### config.mk
export PLATFORM = sky130hd
export DESIGN_NAME = tricolour_ratio_point_check
export DESIGN_NICKNAME = d
export VERILOG_FILES = /design/src/rtl/core/trpc_pkg.sv /design/src/rtl/core/tricolour_ratio_point_check.sv /design/src/rtl/core/trpc_front.sv /design/src/rtl/core/trpc_queue.sv /design/src/rtl/core/trpc_back.sv
export SDC_FILE = /design/constraint.sdc
export NUM_CORES = 1
export LEC_CHECK = 0
export BUFFER_PORTS_ARGS = -buffer_cell sky130_fd_sc_hd__buf_2
export CORE_ASPECT_RATIO = 0.7
export CORE_MARGIN = 2
export CORE_UTILIZATION = 55
export DETAILED_ROUTE_END_ITERATION = 16
export GPL_ROUTABILITY_DRIVEN = 0
export PLACE_DENSITY = 0.7
export SLEW_MARGIN = 20
export SYNTH_ARGS = -nofsm -noshare
export SYNTH_HDL_FRONTEND = slang
export SYNTH_SLANG_ARGS = --single-unit
### constraint.sdc
create_clock -name clk -period 6.9 [get_ports clk]
set_input_delay 0.345 -clock clk [delete_from_list [all_inputs] [get_ports clk]]
set_output_delay 0.345 -clock clk [all_outputs]
set_load 0.01 [all_outputs]
### src/rtl/core/trpc_pkg.sv
// Shared constants and types for the tricolour ratio point check block.
package trpc_pkg;

    localparam int SAMPLE_BITS_DEF = 12;
    localparam int QUEUE_DEPTH_DEF = 2;

    // Fixed field widths on the streaming ports.
    localparam int IN_SAMPLE_W = 12;
    localparam int LIMIT_W     = 16;
    localparam int MODE_W      = 3;
    localparam int RATIO_W     = 11;
    localparam int COUNT_W     = 16;
    localparam int LEVEL_W     = 7;
    localparam int IN_DATA_W   = 72;
    localparam int OUT_DATA_W  = 40;

    // Configuration register widths and port layout.
    localparam int MULT_W     = 10;
    localparam int MARGIN_W   = 12;
    localparam int STD_W      = 8;
    localparam int STEP_W     = 8;
    localparam int CFG_DATA_W = 12;
    localparam int CFG_IDX_W  = 2;

    localparam logic [CFG_IDX_W-1:0] CFG_RATIO_MULT = 2'd0;
    localparam logic [CFG_IDX_W-1:0] CFG_MARGIN     = 2'd1;
    localparam logic [CFG_IDX_W-1:0] CFG_STD_LEVEL  = 2'd2;
    localparam logic [CFG_IDX_W-1:0] CFG_LEVEL_STEP = 2'd3;

    localparam logic [MULT_W-1:0]   RATIO_MULT_RST = 10'd100;
    localparam logic [MARGIN_W-1:0] MARGIN_RST     = 12'd0;
    localparam logic [STD_W-1:0]    STD_LEVEL_RST  = 8'd100;
    localparam logic [STEP_W-1:0]   LEVEL_STEP_RST = 8'd10;

    // Channel pairing codes.
    localparam logic [MODE_W-1:0] MODE_IR_RED_FIRST    = 3'd0;
    localparam logic [MODE_W-1:0] MODE_IR_RED_LAST     = 3'd1;
    localparam logic [MODE_W-1:0] MODE_IR_GREEN_FIRST  = 3'd2;
    localparam logic [MODE_W-1:0] MODE_IR_GREEN_LAST   = 3'd3;
    localparam logic [MODE_W-1:0] MODE_GREEN_RED_FIRST = 3'd4;
    localparam logic [MODE_W-1:0] MODE_GREEN_RED_LAST  = 3'd7;

    localparam logic [LEVEL_W-1:0] LEVEL_MAX = 7'd100;
    localparam logic [LEVEL_W-1:0] LEVEL_MIN = 7'd1;
    localparam logic [COUNT_W-1:0] COUNT_MAX = 16'hFFFF;

    // The quotient is bounded below 2^RATIO_W, so that many divide steps suffice.
    localparam int DIV_CNT_W = $clog2(RATIO_W);

    typedef struct packed {
        logic [MULT_W-1:0]   ratio_mult;
        logic [MARGIN_W-1:0] margin;
        logic [STD_W-1:0]    std_level;
        logic [STEP_W-1:0]   step;
    } cfg_t;

endpackage

### src/rtl/core/tricolour_ratio_point_check.sv
// Top level of the tricolour ratio point check block.
//
// Check points arrive on the s_axis channel: samples and limits in tdata,
// the channel pairing mode in tuser and the final-point mark in tlast.
// Each request yields one result on m_axis: ratio, fail flag, running fail
// count and level in tdata, with tlast set on the result of the last point.
// Registers are written through cfg_we / cfg_index / cfg_data; the user must
// write them only while idle, which the block itself does not enforce.
// A point passes through the evaluation engine in order: pop, multiply, eleven
// restoring divide steps, limit test, output load. The engine takes the next
// point from the queue only after it has loaded the result of the last one.
//
// A queue in front of the engine keeps taking points while a result waits;
// when the receiver stalls, the engine holds in its output step and the
// queue fills, after which s_axis_tready drops.
// Reset clears the queue, the tally and the output valid, and loads the
// register defaults (multiplier 100, margin 0, standard 100, step 10).
module tricolour_ratio_point_check #(
    parameter int SAMPLE_BITS = trpc_pkg::SAMPLE_BITS_DEF,
    parameter int QUEUE_DEPTH = trpc_pkg::QUEUE_DEPTH_DEF
) (
    input  logic                            clk,
    input  logic                            rst_n,
    input  logic                            s_axis_tvalid,
    output logic                            s_axis_tready,
    // ir_sample, red_sample, green_sample, lower_limit, upper_limit, zero fill
    input  logic [trpc_pkg::IN_DATA_W-1:0]  s_axis_tdata,
    // mode
    input  logic [trpc_pkg::MODE_W-1:0]     s_axis_tuser,
    input  logic                            s_axis_tlast,
    output logic                            m_axis_tvalid,
    input  logic                            m_axis_tready,
    // ratio, point_failed, fail_count, level, zero fill
    output logic [trpc_pkg::OUT_DATA_W-1:0] m_axis_tdata,
    output logic                            m_axis_tlast,
    input  logic                            cfg_we,
    input  logic [trpc_pkg::CFG_IDX_W-1:0]  cfg_index,
    input  logic [trpc_pkg::CFG_DATA_W-1:0] cfg_data
);

    localparam int ENTRY_W = 2 * SAMPLE_BITS + 3 + 2 * trpc_pkg::LIMIT_W + 1;

    trpc_pkg::cfg_t     cfg_reg;
    logic [ENTRY_W-1:0] push_entry;
    logic [ENTRY_W-1:0] pop_entry;
    logic               q_full;
    logic               q_empty;
    logic               q_pop;
    logic               q_push;

    always_ff @(posedge clk or negedge rst_n)
    begin
        if (!rst_n)
        begin
            cfg_reg.ratio_mult <= trpc_pkg::RATIO_MULT_RST;
            cfg_reg.margin     <= trpc_pkg::MARGIN_RST;
            cfg_reg.std_level  <= trpc_pkg::STD_LEVEL_RST;
            cfg_reg.step       <= trpc_pkg::LEVEL_STEP_RST;
        end
        else if (cfg_we)
        begin
            case (cfg_index)
                trpc_pkg::CFG_RATIO_MULT: cfg_reg.ratio_mult <= cfg_data[trpc_pkg::MULT_W-1:0];
                trpc_pkg::CFG_MARGIN:     cfg_reg.margin     <= cfg_data[trpc_pkg::MARGIN_W-1:0];
                trpc_pkg::CFG_STD_LEVEL:  cfg_reg.std_level  <= cfg_data[trpc_pkg::STD_W-1:0];
                trpc_pkg::CFG_LEVEL_STEP: cfg_reg.step       <= cfg_data[trpc_pkg::STEP_W-1:0];
                default:
                begin
                end
            endcase
        end
    end

    assign s_axis_tready = !q_full;
    assign q_push        = s_axis_tvalid && !q_full;

    trpc_front #(
        .SAMPLE_BITS (SAMPLE_BITS),
        .ENTRY_W     (ENTRY_W)
    ) u_front (
        .s_axis_tdata (s_axis_tdata),
        .s_axis_tuser (s_axis_tuser),
        .s_axis_tlast (s_axis_tlast),
        .entry        (push_entry)
    );

    trpc_queue #(
        .WIDTH (ENTRY_W),
        .DEPTH (QUEUE_DEPTH)
    ) u_queue (
        .clk       (clk),
        .rst_n     (rst_n),
        .push      (q_push),
        .push_data (push_entry),
        .full      (q_full),
        .pop       (q_pop),
        .pop_data  (pop_entry),
        .empty     (q_empty)
    );

    trpc_back #(
        .SAMPLE_BITS (SAMPLE_BITS),
        .ENTRY_W     (ENTRY_W)
    ) u_back (
        .clk           (clk),
        .rst_n         (rst_n),
        .cfg           (cfg_reg),
        .entry         (pop_entry),
        .entry_empty   (q_empty),
        .entry_pop     (q_pop),
        .m_axis_tvalid (m_axis_tvalid),
        .m_axis_tready (m_axis_tready),
        .m_axis_tdata  (m_axis_tdata),
        .m_axis_tlast  (m_axis_tlast)
    );

endmodule

### src/rtl/core/trpc_front.sv
// Front end: accepts check points, forms the channel difference and the clamped sum.
module trpc_front #(
    parameter int SAMPLE_BITS = trpc_pkg::SAMPLE_BITS_DEF,
    parameter int ENTRY_W     = 2 * SAMPLE_BITS + 3 + 2 * trpc_pkg::LIMIT_W + 1
) (
    input  logic [trpc_pkg::IN_DATA_W-1:0] s_axis_tdata,
    input  logic [trpc_pkg::MODE_W-1:0]    s_axis_tuser,
    input  logic                           s_axis_tlast,
    output logic [ENTRY_W-1:0]             entry
);

    localparam int DW   = SAMPLE_BITS + 1;
    localparam int SUMW = SAMPLE_BITS + 2;

    logic [SAMPLE_BITS-1:0] ir;
    logic [SAMPLE_BITS-1:0] red;
    logic [SAMPLE_BITS-1:0] grn;
    logic [DW-1:0]          dbl;
    logic [DW-1:0]          sub;
    logic [DW-1:0]          diff;
    logic [SUMW-1:0]        sum_raw;
    logic [SUMW-1:0]        sum;

    assign ir  = SAMPLE_BITS'(s_axis_tdata[11:0]);
    assign red = SAMPLE_BITS'(s_axis_tdata[23:12]);
    assign grn = SAMPLE_BITS'(s_axis_tdata[35:24]);

    always_comb
    begin
        if (s_axis_tuser inside {[trpc_pkg::MODE_IR_RED_FIRST:trpc_pkg::MODE_IR_RED_LAST]})
        begin
            dbl = {ir, 1'b0};
            sub = DW'(red);
        end
        else if (s_axis_tuser inside
                 {[trpc_pkg::MODE_IR_GREEN_FIRST:trpc_pkg::MODE_IR_GREEN_LAST]})
        begin
            dbl = {ir, 1'b0};
            sub = DW'(grn);
        end
        else
        begin
            dbl = {grn, 1'b0};
            sub = DW'(red);
        end
        diff = (dbl >= sub) ? (dbl - sub) : (sub - dbl);
    end

    assign sum_raw = SUMW'(ir) + SUMW'(red) + SUMW'(grn);
    assign sum     = (sum_raw == '0) ? SUMW'(1) : sum_raw;

    // Entry layout from the top: last, upper, lower, sum, diff.
    assign entry = {s_axis_tlast, s_axis_tdata[67:52], s_axis_tdata[51:36], sum, diff};

endmodule

### src/rtl/core/trpc_queue.sv
// Small register queue between the front end and the evaluation engine.
module trpc_queue #(
    parameter int WIDTH = 8,
    parameter int DEPTH = trpc_pkg::QUEUE_DEPTH_DEF
) (
    input  logic             clk,
    input  logic             rst_n,
    input  logic             push,
    input  logic [WIDTH-1:0] push_data,
    output logic             full,
    input  logic             pop,
    output logic [WIDTH-1:0] pop_data,
    output logic             empty
);

    localparam int PTR_W = (DEPTH > 1) ? $clog2(DEPTH) : 1;
    localparam int CNT_W = $clog2(DEPTH + 1);

    logic [WIDTH-1:0] slot_reg [DEPTH];
    logic [PTR_W-1:0] wr_ptr_reg;
    logic [PTR_W-1:0] rd_ptr_reg;
    logic [CNT_W-1:0] count_reg;
    logic [PTR_W-1:0] wr_ptr_next;
    logic [PTR_W-1:0] rd_ptr_next;
    logic [CNT_W-1:0] count_next;

    assign full     = (count_reg == CNT_W'(DEPTH));
    assign empty    = (count_reg == '0);
    assign pop_data = slot_reg[rd_ptr_reg];

    always_comb
    begin
        wr_ptr_next = wr_ptr_reg;
        rd_ptr_next = rd_ptr_reg;
        count_next  = count_reg;
        if (push)
        begin
            wr_ptr_next = (wr_ptr_reg == PTR_W'(DEPTH - 1)) ? '0 : wr_ptr_reg + 1'b1;
        end
        if (pop)
        begin
            rd_ptr_next = (rd_ptr_reg == PTR_W'(DEPTH - 1)) ? '0 : rd_ptr_reg + 1'b1;
        end
        if (push && !pop)
        begin
            count_next = count_reg + 1'b1;
        end
        else if (pop && !push)
        begin
            count_next = count_reg - 1'b1;
        end
    end

    always_ff @(posedge clk or negedge rst_n)
    begin
        if (!rst_n)
        begin
            wr_ptr_reg <= '0;
            rd_ptr_reg <= '0;
            count_reg  <= '0;
        end
        else
        begin
            wr_ptr_reg <= wr_ptr_next;
            rd_ptr_reg <= rd_ptr_next;
            count_reg  <= count_next;
        end
    end

    always_ff @(posedge clk)
    begin
        if (push)
        begin
            slot_reg[wr_ptr_reg] <= push_data;
        end
    end

endmodule

### src/rtl/core/trpc_back.sv
// Evaluation engine: scaling, serial division, limit test, failure tally and level.
module trpc_back #(
    parameter int SAMPLE_BITS = trpc_pkg::SAMPLE_BITS_DEF,
    parameter int ENTRY_W     = 2 * SAMPLE_BITS + 3 + 2 * trpc_pkg::LIMIT_W + 1
) (
    input  logic                            clk,
    input  logic                            rst_n,
    input  trpc_pkg::cfg_t                  cfg,
    input  logic [ENTRY_W-1:0]              entry,
    input  logic                            entry_empty,
    output logic                            entry_pop,
    output logic                            m_axis_tvalid,
    input  logic                            m_axis_tready,
    output logic [trpc_pkg::OUT_DATA_W-1:0] m_axis_tdata,
    output logic                            m_axis_tlast
);

    localparam int DW   = SAMPLE_BITS + 1;
    localparam int SUMW = SAMPLE_BITS + 2;
    localparam int PW   = DW + trpc_pkg::MULT_W;
    localparam int RW   = trpc_pkg::RATIO_W;
    localparam int LW   = trpc_pkg::LIMIT_W;
    localparam int CW   = trpc_pkg::COUNT_W;
    localparam int TW   = LW + 1;
    localparam int LPW  = trpc_pkg::STEP_W + CW;

    typedef enum logic [2:0] {ST_IDLE, ST_MUL, ST_DIV, ST_EVAL, ST_OUT} state_t;

    state_t                        state_reg;
    logic [DW-1:0]                 diff_reg;
    logic [SUMW-1:0]               sum_reg;
    logic [LW-1:0]                 lo_reg;
    logic [LW-1:0]                 hi_reg;
    logic                          last_reg;
    logic [SUMW-1:0]               rem_reg;
    logic [RW-1:0]                 quo_reg;
    logic [trpc_pkg::DIV_CNT_W-1:0] step_cnt_reg;
    logic                          fail_reg;
    logic [CW-1:0]                 cnt_reg;
    logic                          out_valid_reg;
    logic [RW-1:0]                 out_ratio_reg;
    logic                          out_fail_reg;
    logic [CW-1:0]                 out_count_reg;
    logic [trpc_pkg::LEVEL_W-1:0]  out_level_reg;
    logic                          out_last_reg;

    logic [PW-1:0]                 prod;
    logic [SUMW:0]                 trial;
    logic [SUMW:0]                 trial_sub;
    logic                          trial_ge;
    logic [SUMW-1:0]               rem_next;
    logic                          fail_now;
    logic [TW-1:0]                 ratio_ext;
    logic [CW-1:0]                 cnt_next;
    logic [LPW-1:0]                lvl_prod;
    logic [trpc_pkg::STD_W-1:0]    lvl_diff;
    logic [trpc_pkg::LEVEL_W-1:0]  level_now;
    logic                          out_free;

    assign prod = PW'(diff_reg) * PW'(cfg.ratio_mult);

    // One restoring step: shift in the next dividend bit, subtract when it fits.
    assign trial     = {rem_reg, quo_reg[RW-1]};
    assign trial_sub = trial - {1'b0, sum_reg};
    assign trial_ge  = (trial >= {1'b0, sum_reg});
    assign rem_next  = trial_ge ? trial_sub[SUMW-1:0] : trial[SUMW-1:0];

    assign ratio_ext = TW'(quo_reg);
    assign fail_now  = ((ratio_ext + TW'(cfg.margin)) < TW'(lo_reg)) ||
                       (ratio_ext > (TW'(hi_reg) + TW'(cfg.margin)));
    assign cnt_next  = (fail_now && (cnt_reg != trpc_pkg::COUNT_MAX)) ? cnt_reg + 1'b1
                                                                      : cnt_reg;

    always_comb
    begin
        lvl_prod = LPW'(cfg.step) * LPW'(cnt_reg);
        lvl_diff = cfg.std_level - lvl_prod[trpc_pkg::STD_W-1:0];
        if (lvl_prod >= LPW'(cfg.std_level))
        begin
            level_now = trpc_pkg::LEVEL_MIN;
        end
        else if (lvl_diff > trpc_pkg::STD_W'(trpc_pkg::LEVEL_MAX))
        begin
            level_now = trpc_pkg::LEVEL_MAX;
        end
        else
        begin
            level_now = trpc_pkg::LEVEL_W'(lvl_diff);
        end
    end

    assign out_free  = !out_valid_reg || m_axis_tready;
    assign entry_pop = (state_reg == ST_IDLE) && !entry_empty;

    always_ff @(posedge clk or negedge rst_n)
    begin
        if (!rst_n)
        begin
            state_reg     <= ST_IDLE;
            cnt_reg       <= '0;
            out_valid_reg <= 1'b0;
        end
        else
        begin
            if (out_valid_reg && m_axis_tready)
            begin
                out_valid_reg <= 1'b0;
            end
            case (state_reg)
                ST_IDLE:
                begin
                    if (!entry_empty)
                    begin
                        diff_reg  <= entry[DW-1:0];
                        sum_reg   <= entry[DW+SUMW-1:DW];
                        lo_reg    <= entry[DW+SUMW+LW-1:DW+SUMW];
                        hi_reg    <= entry[DW+SUMW+2*LW-1:DW+SUMW+LW];
                        last_reg  <= entry[ENTRY_W-1];
                        state_reg <= ST_MUL;
                    end
                end
                ST_MUL:
                begin
                    // The high part of the product is already below the divisor.
                    rem_reg      <= SUMW'(prod[PW-1:RW]);
                    quo_reg      <= prod[RW-1:0];
                    step_cnt_reg <= trpc_pkg::DIV_CNT_W'(RW - 1);
                    state_reg    <= ST_DIV;
                end
                ST_DIV:
                begin
                    rem_reg <= rem_next;
                    quo_reg <= {quo_reg[RW-2:0], trial_ge};
                    if (step_cnt_reg == '0)
                    begin
                        state_reg <= ST_EVAL;
                    end
                    else
                    begin
                        step_cnt_reg <= step_cnt_reg - 1'b1;
                    end
                end
                ST_EVAL:
                begin
                    fail_reg  <= fail_now;
                    cnt_reg   <= cnt_next;
                    state_reg <= ST_OUT;
                end
                ST_OUT:
                begin
                    if (out_free)
                    begin
                        out_valid_reg <= 1'b1;
                        out_ratio_reg <= quo_reg;
                        out_fail_reg  <= fail_reg;
                        out_count_reg <= cnt_reg;
                        out_level_reg <= last_reg ? level_now : '0;
                        out_last_reg  <= last_reg;
                        if (last_reg)
                        begin
                            cnt_reg <= '0;
                        end
                        state_reg <= ST_IDLE;
                    end
                end
                default:
                begin
                    state_reg <= ST_IDLE;
                end
            endcase
        end
    end

    assign m_axis_tvalid = out_valid_reg;
    assign m_axis_tlast  = out_last_reg;
    assign m_axis_tdata  = {5'b0, out_level_reg, out_count_reg, out_fail_reg, out_ratio_reg};

    a_rem_below_divisor: assert property (@(posedge clk) disable iff (!rst_n)
        (state_reg == ST_DIV) |-> (rem_reg < sum_reg))
        else $error("division remainder not below the sum");

    a_ratio_bound: assert property (@(posedge clk) disable iff (!rst_n)
        out_valid_reg |-> (12'(out_ratio_reg) <= {1'b0, cfg.ratio_mult, 1'b0}))
        else $error("ratio exceeds twice the multiplier");

    a_level_on_last: assert property (@(posedge clk) disable iff (!rst_n)
        out_valid_reg |-> (out_last_reg ? (out_level_reg != '0) : (out_level_reg == '0)))
        else $error("level does not match the last-point flag");

    a_tally_cleared: assert property (@(posedge clk) disable iff (!rst_n)
        ((state_reg == ST_OUT) && out_free && last_reg) |=> (cnt_reg == '0))
        else $error("failure tally not cleared after the last point");

endmodule

==> results of run 1 <==
[Yosys cell counts, types with 17 or more instances]
master,count,area (um^2)
sky130_fd_sc_hd__a21o_1,47,353
sky130_fd_sc_hd__a21oi_1,104,521
sky130_fd_sc_hd__and2_1,174,1090
sky130_fd_sc_hd__clkbuf_1,73,274
sky130_fd_sc_hd__dfrtp_1,54,1350
sky130_fd_sc_hd__edfxtp_1,246,7390
sky130_fd_sc_hd__fa_1,178,3560
sky130_fd_sc_hd__ha_1,226,2830
sky130_fd_sc_hd__inv_1,277,1040
sky130_fd_sc_hd__mux2_2,126,1420
sky130_fd_sc_hd__mux2i_1,17,170
sky130_fd_sc_hd__nand2_1,184,691
sky130_fd_sc_hd__nand3_1,32,160
sky130_fd_sc_hd__nor2_1,85,319
sky130_fd_sc_hd__nor2b_1,18,113
sky130_fd_sc_hd__nor3_1,25,125
sky130_fd_sc_hd__o21ai_0,76,380
sky130_fd_sc_hd__o21bai_1,19,143
sky130_fd_sc_hd__xnor2_1,64,561
sky130_fd_sc_hd__xor2_1,33,289
[how the worst max path moves through the flow]
| stage | slack [ns] | from | cells after the start | end |
|---|---|---|---|---|
| 6_report | 0.66 | cfg_reg[3] | 17 | u_back.out_level_reg[0] |
| 3_3_place_gp | 0.75 | cfg_reg[7] | 17 | u_back.out_level_reg[0] |
| 3_5_place_dp | 0.69 | cfg_reg[4] | 17 | u_back.out_level_reg[0] |
| 2_1_floorplan | 1.05 | u_back.cnt_reg[2] | 19 | u_back.out_level_reg[0] |
| 4_1_cts | 0.66 | cfg_reg[4] | 17 | u_back.out_level_reg[0] |
| 5_1_grt | 0.37 | cfg_reg[3] | 22 | u_back.out_level_reg[0] |
[critical path, delay by kind of cell (launching register included)]
family | cells | cell delay [ns]
fa+ha+maj | 5 | 2.37
simple gates | 5 | 1.48
compound gates | 4 | 0.93
flops | 1 | 0.75
mux | 1 | 0.34
buf+inv | 2 | 0.10
[final cells by class]
| cell class | count | area (um^2) | area share (%) |
|---|---|---|---|
| Timing Repair Buffer | 175 | 1090 | 3.97 |
| Antenna cell | 1 | 2.50 | 0.00915 |
| Inverter | 277 | 1040 | 3.80 |
| Clock inverter | 14 | 149 | 0.545 |
| Sequential cell | 308 | 8950 | 32.7 |
| Tap cell | 603 | 754 | 2.76 |
| Multi-Input combinational cell | 1638 | 14500 | 53.1 |
| Clock buffer | 42 | 848 | 3.10 |
[layer usage]
layer / GRT usage [%] / part of all wire [%] / up-vias
li1: - / - / 8170
met1: 38.2 / 49 / 8483
met2: 35.1 / 42 / 555
met3: 3.49 / 6.6 / 69
met4: 5.34 / 1.9 / 0
met5: 0 / 0 / -
[layout by cell type, fill, tap and decap left out, drive strengths merged, types with 5 or more instances in the layout]
master and count:
a211oi 16, a21boi 7, a21o 47, a21oi 104
a31o 11, a31oi 12, and2 175, and3 13
buf 139, clkbuf 42, clkinv 11, conb 5
dfrtp 54, dfstp 8, dlygate4sd3 36, edfxtp 246
fa 178, ha 226, inv 277, mux2 127
mux2i 17, nand2 184, nand2b 13, nand3 32
nand4 10, nor2 85, nor2b 18, nor3 26
nor4 8, o211ai 16, o21a 10, o21ai 77
o21bai 19, o31ai 6, o41ai 8, or2 12
or3 13, or4 5, xnor2 64, xor2 33
[metrics by stage]
stage	utilization (%)	instance area, um^2	setup WS [ns]	hold slack, ns	instances
global placement	58.0	26000	0.746	0.427	2965
global route	61.0	27300	0.373	0.0851	3057
finish	61.0	27300	0.663	0.0885	3058
floorplan	-	24800	1.05	0.0494	2311
detailed placement	58.0	26000	0.688	0.407	2965
CTS	61.0	27300	0.665	0.0791	3057
[cell families (layout without fill, tap and decap cells)]
logic type               count (synthesis)  in the layout  share of synthesized area [%]
AND/OR/NAND/NOR                        611            611                           12.6
XOR/XNOR                                97             97                           3.42
other                                    1              6                         0.0151
AO/OA/AOI/OAI                          377            377                           10.0
adder cells (fa/ha/maj)                404            404                           25.7
multiplexers                           144            144                           6.46
buffers and inverters                  365            508                           5.65
flip-flops                             308            308                           36.1
==> metrics.log, run 1 <==
[metrics] area of the mapped netlist: approximately 0.025 mm^2
[metrics] sequence of cells on the critical path: and2_1, fa_1, fa_1, fa_1, inv_1, fa_1, inv_1, ha_1, a21o_1, or3_1, o21ba_1, mux2_4, a2111o_1, or4_4, or3_4, a21oi_1, nor2_1
[metrics] dominant synthesized flop cell: sky130_fd_sc_hd__edfxtp_1
[metrics] async set-reset flop share out of synthesis: 20.1%
[metrics] residual overflow from global routing: 0
[metrics] number of nets still failing antenna checks after routing: 0
[metrics] cts-stage hold buffer count: 36
[metrics] Chip Width: between 200 and 300 um
[metrics] r2r startpoint: cfg_reg[3]
[metrics] max frequency: about 160 MHz
[metrics] run status: finished, final reports clean
[metrics] number of CTS-inserted buffers: 30
[metrics] HPWL after DPL: approximately 42000 um
[metrics] setup slack on the worst flop-to-flop path: roughly 0.66 ns
[metrics] most frequent cell on the critical path: sky130_fd_sc_hd__fa_1
[metrics] Via-to-Cell Ratio: 5.65
[metrics] Setup Skew: ~0.047 ns
[metrics] hold violation count in the final report: 0
[metrics] Worst Setup End Kind: flop
[metrics] antenna violations before repair: 0
[metrics] vertical extent of the die: approximately 180 um
[metrics] unrepaired setup endpoints after global routing: no
[metrics] per-instance average area after synthesis: about 11 um^2
[metrics] number of cell instances on the worst register-to-register path: 17
[metrics] die area: around 0.047 mm^2
[metrics] startpoint class of the critical path: flop
[metrics] number of DRC markers in iteration 0: around 1300
[metrics] number of I/O port buffers: around 130
[metrics] number of top-level design ports: about 140
[metrics] HP Class: in -> reg
[metrics] arrival time reported for the critical path endpoint: between 6 and 7 ns
[metrics] Relative slew margins: 31.9%
[metrics] Crit Path Max Fanout: 17
[metrics] max reg flops: 120
[metrics] end of the worst register-to-register path: u_back.out_level_reg[0]
[metrics] number of global-route vias before repair: ~17000
[metrics] count of max-cap constraint violations: 0
[metrics] residual DRC count: 0
[metrics] number of rows created at floorplan: between 60 and 70
[metrics] signed area change from the synthesized netlist to the final layout: 10.1%
[metrics] post-detailed-routing wire length: between 50000 and 60000 um
[metrics] Crit Path Category: reg -> reg
[metrics] Clock transition at path regs: about 0.070 ns
[metrics] Final Critical Period: 6.24 ns
[metrics] flops & latches, synth: roughly 310
[metrics] DR pass1 iterations: 7
[metrics] pin count of the biggest net entering global routing: 65
[metrics] sequential cell area fraction in the yosys report: 36.1%
[metrics] critical hold path startpoint: m_axis_tready
[metrics] slowest CP cell: sky130_fd_sc_hd__dfstp_2
[metrics] buffer levels on the longest clock path: 3
[metrics] count of buffers added by post-CTS timing repair for setup: 0
[metrics] synth unique cells: 82
[metrics] synthesized instance count: about 2300
[metrics] # setup viols final: 0
[metrics] Max H-tree Level: 1
[metrics] number of filler cells placed in the layout: between 3000 and 4000
[metrics] Setup TNS Final: 0 ns
[metrics] WP data required: just over 7 ns
[metrics] critical path's largest stage delay: between 0.7 and 0.8 ns
[metrics] WL per Instance: 18.3 um
[metrics] max-slew violation total from the final report: 0
[metrics] total via count after detailed routing: between 15000 and 20000
[metrics] buffer type at the clock tree root: sky130_fd_sc_hd__clkbuf_16
[metrics] slew at the pin closest to its max-slew limit: ~1.0 ns
[metrics] wire length of the first global-routing pass: 90300 um
[metrics] fraction of final layout cells with drive strength greater than 1: around 14%
[metrics] post-cts resize count: 0
[metrics] TritonCTS clock tree: built
[metrics] Yosys warnings: 0
[metrics] crit share post-route: between 90% and 100%
[metrics] hold endpoint: u_back.m_axis_tvalid
[metrics] clock insertion delay at the later pin of the skew report: around 0.60 ns
[metrics] core box area: around 0.045 mm^2
[metrics] net total in the final layout: just under 3000
[metrics] Hold Path Stages: 3
[metrics] number of enable-type register cells in the synthesized netlist: ~250
[metrics] GRT Util Overall: approximately a quarter
[metrics] starting utilization of the core area: 55.4%
[metrics] Num Clock Sinks: 308
Power of run 1 is not shown: default switching activity piles up to over one toggle a cycle in this logic, so the estimate is an artifact.
==> run 2: changes to the inputs <==
CORE_UTILIZATION = 61   (was 55)
CTS_BUF_LIST = sky130_fd_sc_hd__clkbuf_8   (was not set)
PLACE_DENSITY = 0.77   (was 0.7)
==> run 2 against run 1 <==
Against the previous run: register-to-register slack gained 0.07 ns; wire length is 1.9% higher; sequential cell count unchanged; clock skew increased by 0.015 ns; count of clock-buffer cells in the layout up 6; utilization rose by 7.0 points; non-clock buffer count shrank 1.
==> metrics.log, run 2 (synthesis results as in run 1) <==
[metrics] run status: finished, final reports clean (unchanged)
[metrics] Hold WS: 0.0396 ns (was 0.0885 ns)
[metrics] startpoint class of the critical path: flop (unchanged)
[metrics] post-cts resize count: 0 (unchanged)
[metrics] arrival time reported for the critical path endpoint: 6.54 ns (was 6.55 ns)
[metrics] Crit Path Category: reg -> reg (unchanged)
[metrics] Num Clock Sinks: 308 (unchanged)
[metrics] antenna violations before repair: 2 (was 0)
[metrics] vertical extent of the die: 173 um (was 182 um)
[metrics] WP data required: 7.28 ns (was 7.21 ns)
[metrics] pin count of the biggest net entering global routing: 65 (unchanged)
[metrics] number of I/O port buffers: 127 (unchanged)
[metrics] Final Critical Period: 6.17 ns (was 6.24 ns)
[metrics] GRT Util Overall: 27.4% (was 24.2%)
[metrics] max-slew violation total from the final report: 0 (unchanged)
[metrics] max frequency: 162 MHz (was 160 MHz)
[metrics] count of buffers added by post-CTS timing repair for setup: 0 (unchanged)
[metrics] Relative slew margins: 30.9% (was 31.9%)
[metrics] most frequent cells in the layout: sky130_fd_sc_hd__inv_1, sky130_fd_sc_hd__edfxtp_1, sky130_fd_sc_hd__ha_1 (unchanged)
[metrics] DR pass1 iterations: 7 (unchanged)
[metrics] unrepaired setup endpoints after global routing: no (unchanged)
[metrics] number of CTS-inserted buffers: 48 (was 30)
[metrics] number of filler cells placed in the layout: 2906 (was 3649)
[metrics] area of the multi-input gates: 0.0145 mm^2 (unchanged)
[metrics] # setup viols final: 0 (unchanged)
[metrics] starting utilization of the core area: 62.2% (was 55.4%)
[metrics] slew at the pin closest to its max-slew limit: 1.04 ns (was 1.02 ns)
[metrics] Setup Skew: 0.0619 ns (was 0.0469 ns)
[metrics] leading cell type in the layout, fill and taps excluded: sky130_fd_sc_hd__inv_1 (unchanged)
[metrics] die area: 0.0423 mm^2 (was 0.0469 mm^2)
[metrics] number of global-route vias before repair: 17900 (was 17100)
[metrics] sequential cell area: 0.00895 mm^2 (unchanged)
[metrics] Clock transition at path regs: 0.09 ns (was 0.07 ns)
[metrics] residual overflow from global routing: 0 (unchanged)
[metrics] HPWL after DPL: 42600 um (was 42300 um)
[metrics] final antenna diode count: 0 (was 1)
[metrics] residual DRC count: 0 (unchanged)
[metrics] max reg flops: 120 (unchanged)
[metrics] count of max-cap constraint violations: 0 (unchanged)
[metrics] number of nets still failing antenna checks after routing: 0 (unchanged)
[metrics] Worst Setup End Kind: flop (unchanged)
[metrics] signed area change from the synthesized netlist to the final layout: 9.29% (was 10.1%)
[metrics] crit share post-route: 89.4% (was 90.4%)
[metrics] net total in the final layout: 2946 (was 2929)
[metrics] post-detailed-routing wire length: 56900 um (was 55900 um)
[metrics] buffer levels on the longest clock path: 3 (unchanged)
[metrics] fraction of final layout cells with drive strength greater than 1: 14.9% (was 14.5%)
[metrics] Max H-tree Level: 2 (was 1)
[metrics] clock insertion delay at the later pin of the skew report: 0.60 ns (about the same)
[metrics] HP Class: in -> reg (unchanged)
[metrics] total via count after detailed routing: 17500 (was 17300)
[metrics] Setup TNS Final: 0 ns (unchanged)
[metrics] number of rows created at floorplan: 61 (was 65)
[metrics] cts-stage hold buffer count: 35 (was 36)
[metrics] TritonCTS clock tree: built (unchanged)
[metrics] Chip Width: 245 um (was 258 um)
[metrics] number of top-level design ports: 138 (unchanged)
[metrics] buffer type at the clock tree root: sky130_fd_sc_hd__clkbuf_8 (was sky130_fd_sc_hd__clkbuf_16)
[metrics] Via-to-Cell Ratio: 5.81 (was 5.65)
[metrics] core box area: 0.0399 mm^2 (was 0.0448 mm^2)
[metrics] number of DRC markers in iteration 0: 1482 (was 1280)
[metrics] Crit Path Max Fanout: 17 (unchanged)
[metrics] hold violation count in the final report: 0 (unchanged)
[metrics] wire length of the first global-routing pass: 92700 um (was 90300 um)
[metrics] WL per Instance: 18.9 um (was 18.3 um)
run 2: path summary, 6_finish.rpt:
check | slack, ns | end | startpoint | cells past startpoint
hold / removal | 0.04 | cfg_reg[26] | cfg_data[10] | 2
setup reg to reg | 0.73 | u_back.out_level_reg[0] | cfg_reg[7] | 17
setup / recovery | 0.73 | u_back.out_level_reg[0] | cfg_reg[7] | 17
min in group asynchronous | 0.48 | u_back.cnt_reg[12] | rst_n | 3
max in group asynchronous | 5.83 | u_queue.rd_ptr_reg | rst_n | 3
hold reg to reg | 0.45 | u_back.out_fail_reg | u_back.fail_reg | 0
run 2: critical path: stages (launching register included):
cell and delay [ns]:
sky130_fd_sc_hd__dfrtp_1 0.58, sky130_fd_sc_hd__and2_1 0.28, sky130_fd_sc_hd__fa_1 0.51, sky130_fd_sc_hd__fa_1 0.53, sky130_fd_sc_hd__fa_1 0.55, sky130_fd_sc_hd__inv_1 0.06
sky130_fd_sc_hd__fa_1 0.52, sky130_fd_sc_hd__inv_1 0.04, sky130_fd_sc_hd__ha_1 0.36, sky130_fd_sc_hd__a21o_1 0.23, sky130_fd_sc_hd__or3_1 0.30, sky130_fd_sc_hd__o21ba_1 0.28
sky130_fd_sc_hd__mux2_4 0.33, sky130_fd_sc_hd__a2111o_1 0.28, sky130_fd_sc_hd__or4_4 0.49, sky130_fd_sc_hd__or3_4 0.40, sky130_fd_sc_hd__a21oi_1 0.14, sky130_fd_sc_hd__nor2_1 0.05
run 2: cell type report:
class / count / share of cell area, %
Clock buffer: 48 / 2.44
Clock inverter: 36 / 0.821
Inverter: 277 / 3.83
Multi-Input combinational cell: 1638 / 53.5
Sequential cell: 308 / 33.0
Tap cell: 535 / 2.47
Timing Repair Buffer: 174 / 3.97
run 2: metrics by stage:
step                cells  setup WS, ns  cell area (um^2)  util [%]
floorplan            2311          1.05             24800         -
global placement     2897         0.781             25900      64.9
detailed placement   2897         0.736             25900      64.9
CTS                  3016         0.741             27100      68.0
global route         3016         0.420             27100      68.0
finish               3016         0.734             27100      68.0
run 2: per-layer routing:
metal | wire [um] | track usage [%]
met4 | 1330 | 7.34
met1 | 26300 | 41.5
met5 | 0 | 0
met2 | 24600 | 40.4
met3 | 4640 | 5.04
Power of run 2 is left out for the same reason.
